**src/hw/rtl/mcla_pkg.sv**
```systemverilog
// Shared types and constants for the MIDI channel lock allocator.
// No dependencies; used by mcla_cell, mcla_chain and the core top level.
package mcla_pkg;

    localparam int CHANNELS = 16;
    localparam int IDX_W    = $clog2(CHANNELS);
    localparam int NUM_W    = $clog2(CHANNELS + 1);
    localparam int CHAN_W   = 5;
    localparam int NOTE_W   = 8;
    localparam int CFG_W    = 5;
    localparam int CFG_IDX_W = 2;
    localparam int RANGE_W  = (NUM_W > CHAN_W) ? NUM_W : CHAN_W;

    localparam logic [CFG_IDX_W-1:0] CFG_LOWEST  = CFG_IDX_W'(0);
    localparam logic [CFG_IDX_W-1:0] CFG_HIGHEST = CFG_IDX_W'(1);

    typedef enum logic [1:0] {
        OP_LOCK        = 2'd0,
        OP_RELEASE     = 2'd1,
        OP_SET_NOTES   = 2'd2,
        OP_SET_PROTECT = 2'd3
    } op_t;

    typedef enum logic [2:0] {
        CMD_NONE,
        CMD_LOCK,
        CMD_RELEASE,
        CMD_NOTES,
        CMD_PROTECT
    } cmd_kind_t;

    // Per-channel state update, broadcast to every cell
    typedef struct packed {
        cmd_kind_t         kind;
        logic [IDX_W-1:0]  idx;
        logic [NOTE_W-1:0] value;
    } cmd_t;

    // Best-so-far record that walks down the chain, one cell per cycle.
    // p_*: best honoring protect marks, a_*: best ignoring them.
    typedef struct packed {
        logic              active;
        logic              p_valid;
        logic [IDX_W-1:0]  p_idx;
        logic [NOTE_W-1:0] p_notes;
        logic              a_valid;
        logic [IDX_W-1:0]  a_idx;
        logic [NOTE_W-1:0] a_notes;
    } scan_t;

    // Effective 1-based eligible range
    typedef struct packed {
        logic [RANGE_W-1:0] lo;
        logic [RANGE_W-1:0] hi;
    } range_t;

endpackage

```
**src/hw/rtl/mcla_cell.sv**
```systemverilog
// One channel cell: holds lock, protect and note count of its channel and
// updates the passing scan record. Depends on mcla_pkg.
module mcla_cell (
    input  logic                       clk,
    input  logic                       rst_n,
    input  logic [mcla_pkg::IDX_W-1:0] cell_idx,
    input  mcla_pkg::cmd_t             cmd,
    input  mcla_pkg::range_t           range,
    input  mcla_pkg::scan_t            scan_in,
    output mcla_pkg::scan_t            scan_out,
    output logic                       locked
);

    logic                         locked_reg;
    logic                         protect_reg;
    logic [mcla_pkg::NOTE_W-1:0]  notes_reg;
    mcla_pkg::scan_t              scan_reg;
    mcla_pkg::scan_t              scan_next;
    logic [mcla_pkg::RANGE_W-1:0] cell_num;
    logic                         eligible;
    logic                         hit;

    assign cell_num = mcla_pkg::RANGE_W'(cell_idx) + mcla_pkg::RANGE_W'(1);
    assign eligible = scan_in.active && !locked_reg
                      && (cell_num >= range.lo) && (cell_num <= range.hi);
    assign hit      = (cmd.idx == cell_idx);

    always_comb
    begin
        scan_next = scan_in;
        if (eligible)
        begin
            if (!scan_in.a_valid || notes_reg > scan_in.a_notes)
            begin
                scan_next.a_valid = 1'b1;
                scan_next.a_idx   = cell_idx;
                scan_next.a_notes = notes_reg;
            end
            if (!protect_reg && (!scan_in.p_valid || notes_reg > scan_in.p_notes))
            begin
                scan_next.p_valid = 1'b1;
                scan_next.p_idx   = cell_idx;
                scan_next.p_notes = notes_reg;
            end
        end
    end

    always_ff @(posedge clk or negedge rst_n)
    begin
        if (!rst_n)
        begin
            locked_reg  <= 1'b0;
            protect_reg <= 1'b0;
            notes_reg   <= '0;
            scan_reg    <= '0;
        end
        else
        begin
            scan_reg <= scan_next;
            if (hit)
            begin
                case (cmd.kind)
                    mcla_pkg::CMD_LOCK:
                    begin
                        locked_reg <= 1'b1;
                        notes_reg  <= '0;
                    end
                    mcla_pkg::CMD_RELEASE:
                    begin
                        if (locked_reg)
                        begin
                            locked_reg <= 1'b0;
                            notes_reg  <= '0;
                        end
                    end
                    mcla_pkg::CMD_NOTES:   notes_reg   <= cmd.value;
                    mcla_pkg::CMD_PROTECT: protect_reg <= cmd.value[0];
                    default: ;
                endcase
            end
        end
    end

    assign scan_out = scan_reg;
    assign locked   = locked_reg;

endmodule

```
**src/hw/rtl/mcla_chain.sv**
```systemverilog
// Row of CHANNELS channel cells; the scan record moves one cell per cycle.
// Depends on mcla_pkg and mcla_cell.
module mcla_chain (
    input  logic                          clk,
    input  logic                          rst_n,
    input  mcla_pkg::cmd_t                cmd,
    input  mcla_pkg::range_t              range,
    input  mcla_pkg::scan_t               scan_in,
    output mcla_pkg::scan_t               scan_out,
    output logic [mcla_pkg::CHANNELS-1:0] locked
);

    mcla_pkg::scan_t link [mcla_pkg::CHANNELS+1];

    assign link[0] = scan_in;

    for (genvar i = 0; i < mcla_pkg::CHANNELS; i++)
    begin : g_cell
        mcla_cell u_cell (
            .clk      (clk),
            .rst_n    (rst_n),
            .cell_idx (mcla_pkg::IDX_W'(i)),
            .cmd      (cmd),
            .range    (range),
            .scan_in  (link[i]),
            .scan_out (link[i+1]),
            .locked   (locked[i])
        );
    end

    assign scan_out = link[mcla_pkg::CHANNELS];

endmodule

```
**src/hw/rtl/midi_channel_lock_allocator_core.sv**
```systemverilog
// MIDI channel lock allocator, top level. Depends on mcla_pkg and mcla_chain.
// Release/set operations give their result in the cycle after start; a lock
// request gives it once the scan record has walked the whole cell chain, one
// channel per cycle, and the result has been registered. One transaction at a
// time while busy. The receiver cannot stall; done pulses for one cycle.
// Reset clears all lock, protect and note state and loads the range 1..16.
module midi_channel_lock_allocator_core (
    input  logic                           clk,
    input  logic                           rst_n,
    input  logic                           start,
    output logic                           busy,
    input  logic [1:0]                     opcode,
    input  logic [mcla_pkg::CHAN_W-1:0]    channel,
    input  logic [mcla_pkg::NOTE_W-1:0]    value,
    output logic                           done,
    output logic [mcla_pkg::CHAN_W-1:0]    granted_channel,
    output logic                           accepted,
    input  logic                           cfg_we,
    input  logic [mcla_pkg::CFG_IDX_W-1:0] cfg_index,
    input  logic [mcla_pkg::CFG_W-1:0]     cfg_data
);

    typedef enum logic {
        S_IDLE,
        S_SCAN
    } state_t;

    state_t                        state_reg;
    logic                          done_reg;
    logic [mcla_pkg::CHAN_W-1:0]   granted_reg;
    logic                          accepted_reg;
    logic [mcla_pkg::CFG_W-1:0]    lowest_reg;
    logic [mcla_pkg::CFG_W-1:0]    highest_reg;

    mcla_pkg::cmd_t                cmd;
    mcla_pkg::range_t              range;
    mcla_pkg::scan_t               scan_in;
    mcla_pkg::scan_t               scan_out;
    logic [mcla_pkg::CHANNELS-1:0] locked;

    logic                          take;
    mcla_pkg::op_t                 op;
    logic [mcla_pkg::RANGE_W-1:0]  ch_wide;
    logic                          ch_ok;
    logic [mcla_pkg::IDX_W-1:0]    ch_idx;
    logic [mcla_pkg::RANGE_W-1:0]  hi_wide;
    logic                          pick_ok;
    logic [mcla_pkg::IDX_W-1:0]    pick_idx;
    logic                          op_accepted;

    assign take    = start && (state_reg == S_IDLE);
    assign op      = mcla_pkg::op_t'(opcode);
    assign ch_wide = mcla_pkg::RANGE_W'(channel);
    assign ch_ok   = (ch_wide >= mcla_pkg::RANGE_W'(1))
                     && (ch_wide <= mcla_pkg::RANGE_W'(mcla_pkg::CHANNELS));
    assign ch_idx  = mcla_pkg::IDX_W'(ch_wide - mcla_pkg::RANGE_W'(1));

    // Register clamping: lowest zero acts as 1, highest capped at CHANNELS
    assign hi_wide  = mcla_pkg::RANGE_W'(highest_reg);
    assign range.lo = (lowest_reg == '0) ? mcla_pkg::RANGE_W'(1)
                                         : mcla_pkg::RANGE_W'(lowest_reg);
    assign range.hi = (hi_wide > mcla_pkg::RANGE_W'(mcla_pkg::CHANNELS))
                      ? mcla_pkg::RANGE_W'(mcla_pkg::CHANNELS) : hi_wide;

    // Fall back to the protect-blind winner when no unprotected channel is free
    assign pick_ok  = scan_out.p_valid || scan_out.a_valid;
    assign pick_idx = scan_out.p_valid ? scan_out.p_idx : scan_out.a_idx;

    always_comb
    begin
        scan_in        = '0;
        scan_in.active = take && (op == mcla_pkg::OP_LOCK);
    end

    always_comb
    begin
        cmd         = '0;
        cmd.kind    = mcla_pkg::CMD_NONE;
        op_accepted = 1'b0;
        if (state_reg == S_SCAN)
        begin
            if (scan_out.active && pick_ok)
            begin
                cmd.kind = mcla_pkg::CMD_LOCK;
                cmd.idx  = pick_idx;
            end
        end
        else if (take && ch_ok)
        begin
            cmd.idx   = ch_idx;
            cmd.value = value;
            case (op)
                mcla_pkg::OP_RELEASE:
                begin
                    cmd.kind    = mcla_pkg::CMD_RELEASE;
                    op_accepted = locked[ch_idx];
                end
                mcla_pkg::OP_SET_NOTES:
                begin
                    cmd.kind    = mcla_pkg::CMD_NOTES;
                    op_accepted = 1'b1;
                end
                mcla_pkg::OP_SET_PROTECT:
                begin
                    cmd.kind    = mcla_pkg::CMD_PROTECT;
                    op_accepted = 1'b1;
                end
                default: ;
            endcase
        end
    end

    always_ff @(posedge clk or negedge rst_n)
    begin
        if (!rst_n)
        begin
            state_reg    <= S_IDLE;
            done_reg     <= 1'b0;
            granted_reg  <= '0;
            accepted_reg <= 1'b0;
        end
        else
        begin
            done_reg <= 1'b0;
            case (state_reg)
                S_IDLE:
                begin
                    if (take)
                    begin
                        if (op == mcla_pkg::OP_LOCK)
                        begin
                            state_reg <= S_SCAN;
                        end
                        else
                        begin
                            done_reg     <= 1'b1;
                            granted_reg  <= '0;
                            accepted_reg <= op_accepted;
                        end
                    end
                end
                S_SCAN:
                begin
                    if (scan_out.active)
                    begin
                        state_reg    <= S_IDLE;
                        done_reg     <= 1'b1;
                        accepted_reg <= pick_ok;
                        granted_reg  <= pick_ok
                            ? mcla_pkg::CHAN_W'(mcla_pkg::RANGE_W'(pick_idx)
                                                + mcla_pkg::RANGE_W'(1))
                            : '0;
                    end
                end
                default: state_reg <= S_IDLE;
            endcase
        end
    end

    always_ff @(posedge clk or negedge rst_n)
    begin
        if (!rst_n)
        begin
            lowest_reg  <= mcla_pkg::CFG_W'(1);
            highest_reg <= mcla_pkg::CFG_W'(16);
        end
        else if (cfg_we)
        begin
            case (cfg_index)
                mcla_pkg::CFG_LOWEST:  lowest_reg  <= cfg_data;
                mcla_pkg::CFG_HIGHEST: highest_reg <= cfg_data;
                default: ;
            endcase
        end
    end

    mcla_chain u_chain (
        .clk      (clk),
        .rst_n    (rst_n),
        .cmd      (cmd),
        .range    (range),
        .scan_in  (scan_in),
        .scan_out (scan_out),
        .locked   (locked)
    );

    assign busy            = (state_reg != S_IDLE);
    assign done            = done_reg;
    assign granted_channel = granted_reg;
    assign accepted        = accepted_reg;

endmodule
```
**config.mk**
```make
export PLATFORM = sky130hd
export DESIGN_NAME = midi_channel_lock_allocator_core
export DESIGN_NICKNAME = d
export VERILOG_FILES = /design/src/hw/rtl/mcla_pkg.sv /design/src/hw/rtl/mcla_cell.sv /design/src/hw/rtl/mcla_chain.sv /design/src/hw/rtl/midi_channel_lock_allocator_core.sv
export SDC_FILE = /design/constraint.sdc
export NUM_CORES = 1
export LEC_CHECK = 0
export BUFFER_PORTS_ARGS = -buffer_cell sky130_fd_sc_hd__buf_2
export CAP_MARGIN = 20
export CORE_MARGIN = 2
export CORE_UTILIZATION = 55
export DETAILED_ROUTE_END_ITERATION = 6
export PLACE_DENSITY_LB_ADDON = 0.15
export SKIP_CTS_REPAIR_TIMING = 1
export SKIP_LAST_GASP = 1
export SLEW_MARGIN = 0
export SYNTH_ARGS = -nofsm -noshare
export SYNTH_HDL_FRONTEND = slang
export SYNTH_HIERARCHICAL = 1
export SYNTH_SLANG_ARGS = --single-unit
```
**constraint.sdc**
```tcl
create_clock -name clk -period 9.95 [get_ports clk]
set_input_delay 0.4975 -clock clk [delete_from_list [all_inputs] [get_ports clk]]
set_output_delay 0.4975 -clock clk [all_outputs]
set_load 0.01 [all_outputs]
```
==> results.yml <==
timing:
  clock-skew-final_ns: 0.0273
  slew_violations: 0
  min_period_over_period: 0.376
  finalHoldWorstSlack_ns: -0.0802
  timing_hold_violations_final: 58
  setup_violations: 0
  achievable-frequency_ghz: 0.267
  grt_setup_unrepaired: "false"
  period_minus_slack_ns: 3.74
  post-route-worst-setup-slack_ns: 6.21
  worst-slew-pin-transition_ns: 1.11
  timing.max_slew.rel_slack: 0.263
  setup_total_negative_slack_ns: 0
outcome:
  failing_checks: "hold timing"
  status: "finished, violations left"
final_layout:
  post_route_cells_drive_above_1_share: 0.101
  layout_commonest_cell: "dfrtp_1"
  largest_reg_flops: 416
  design.final.nets: 4270
  most-common-layout-cells: "592 x dfrtp_1, 523 x inv_1, 440 x ha_1, 398 x conb_1, 231 x mux2i_1"
  reg_area_um2: 14900
  fillerInstances: 5279
  synthToLayoutAreaGrowth_pct: 13.7
  area_occupied_by_multi_input_gates_um2: 19100
  final_area_um2: 39600
cts:
  cts.path.max_buffers: 3
  cts_tree: "done"
  cts.root.buffer_cell: "clkbuf_16"
  clkTransAtPathRegs_ns: 0.06
  htree_num_levels: 3
  numCtsBuffers: 67
  clock_sinks: 594
  clkLatencyLatePin_ns: 0.61
power:
  sw_frac_of_total: 0.353
  static-leakage-power_nw: 20.1
  combPwrFrac: 0.323
  clkPwrFrac: 0.283
  power_frac_seq: 0.394
  net-switching-power_w: 0.00305
  internal_power_w: 0.00558
  power.density_nw_per_um2: 218
  vdd.ir_drop.worst_mv: 0.153
worst_setup_path:
  timing.critical_path.fanout_max: 18
  worst-endpoint-required_ns: 10.44
  criticalPathCategory: "reg2reg"
  worst_path_max_delay_cell: "a311o_1"
  start_kind: "flip-flop"
  path_delay_family: "compound AO/OA/AOI/OAI gates"
  critical_path.cell_chain: "o41ai_2 -> buf_4 -> ha_1 -> nand2b_1 -> nand3_1 -> a21oi_1 -> o22ai_1 -> a311o_1 -> mux2_2"
  max_stage_delay_ns: 0.76
  critPathArrivalTime_ns: 4.23
  cp-end-kind: "flip-flop"
  critPathBufInv: 1
hold_path:
  min-delay-path-class: "in2async"
global_route:
  first_global_vias: 24300
  overflow: 0
  number_of_antenna_violations_at_the_first_check_in_global_routing: 0
  grt_first_pass_wirelength_um: 128000
  largest_net_degree_at_the_start_of_global_routing: 156
  grt_util_all_layers: 0.246
routing:
  dr.pass1.iters: 7
  final_routed_drc_violation_total: 0
  route.detailed.wl_per_inst_um: 16.8
  detail_route.vias_per_cell: 5.16
  dr.first_iter.drc_count: 1352
  final_antenna_net_count: 0
  routed_wl_um: 79000
  via_count_of_the_routed_design: 24200
die:
  floorplan.initialDensity: 0.555
  die_x_um: 256
  fp.dieArea_um2: 65400
  core_area_um2: 62900
  floorplan.die.height_um: 256
  io_pins: 34
  core.rowCount: 92
placed_design:
  hpwl_um: 56100
  placed_cell_area_um2: 37500
  gp_congestion: 0.851
  io_buffers: 33
  place_worst_setup_slack_ns: 6.07
run:
  max_cap_violations: 0
synth:
  ys_warn_count: 6
  mappedNetlistArea_um2: 34900
  post_synth_inst_count: 3329
  post_synth.cell_area_avg_um2: 10.5
metrics by stage:
stage                      util  instances  total power (W)  hold slack (ns)
after floorplan               -       3724          0.00532            0.202
after global placement    0.596       4581          0.00610            0.379
after detailed placement  0.596       4581          0.00619            0.390
after CTS                 0.631       4698          0.00869          -0.0586
after global routing      0.631       4698          0.00931         0.000376
final                     0.631       4699          0.00863          -0.0802
cell type report:
class	count	area share
diodes	1	0.0000631
clock buffers	95	0.0498
clock inverters	22	0.00527
inverters	523	0.0495
multi-input cells	2552	0.482
flip-flops and latches	594	0.375
well taps	846	0.0267
repair buffers	66	0.0116
final timing paths:
| kind | from | endpoint | slack (ns) | cells past startpoint |
|---|---|---|---|---|
| min | rst_n | u_chain/g_cell[14].u_cell/scan_out[5] | -0.08 | 1 |
| min in group clk | cfg_data[0] | lowest_reg[0] | 0.13 | 3 |
| max in group asynchronous | rst_n | u_chain/g_cell[9].u_cell/scan_out[8] | 7.86 | 3 |
| max | lowest_reg[3] | u_chain/g_cell[5].u_cell/scan_out[13] | 6.21 | 9 |
| min reg2reg | u_chain/g_cell[14].u_cell/scan_out[26] | u_chain/g_cell[15].u_cell/scan_out[26] | 0.40 | 0 |
| max reg2reg | lowest_reg[3] | u_chain/g_cell[5].u_cell/scan_out[13] | 6.21 | 9 |
power by group through the flow:
stage | logic, W | registers (W) | clock network [W]
6_report | 0.00279 | 0.00340 | 0.00244
3_5_place_dp | 0.00275 | 0.00344 | 0
2_1_floorplan | 0.00207 | 0.00326 | 0
4_1_cts | 0.00278 | 0.00340 | 0.00250
5_1_grt | 0.00323 | 0.00347 | 0.00261
3_3_place_gp | 0.00267 | 0.00343 | 0
per-layer routing:
metal  global-route usage  routed length (µm)  up-vias
met3               0.0375                3110      117
met4               0.0708                1760        0
met1                0.310               34000    11700
met2                0.436               40100      354
li1                     -                   -    12100
met5                    0                   0        -
No activity file was read; power rests on OpenSTA's default activity.
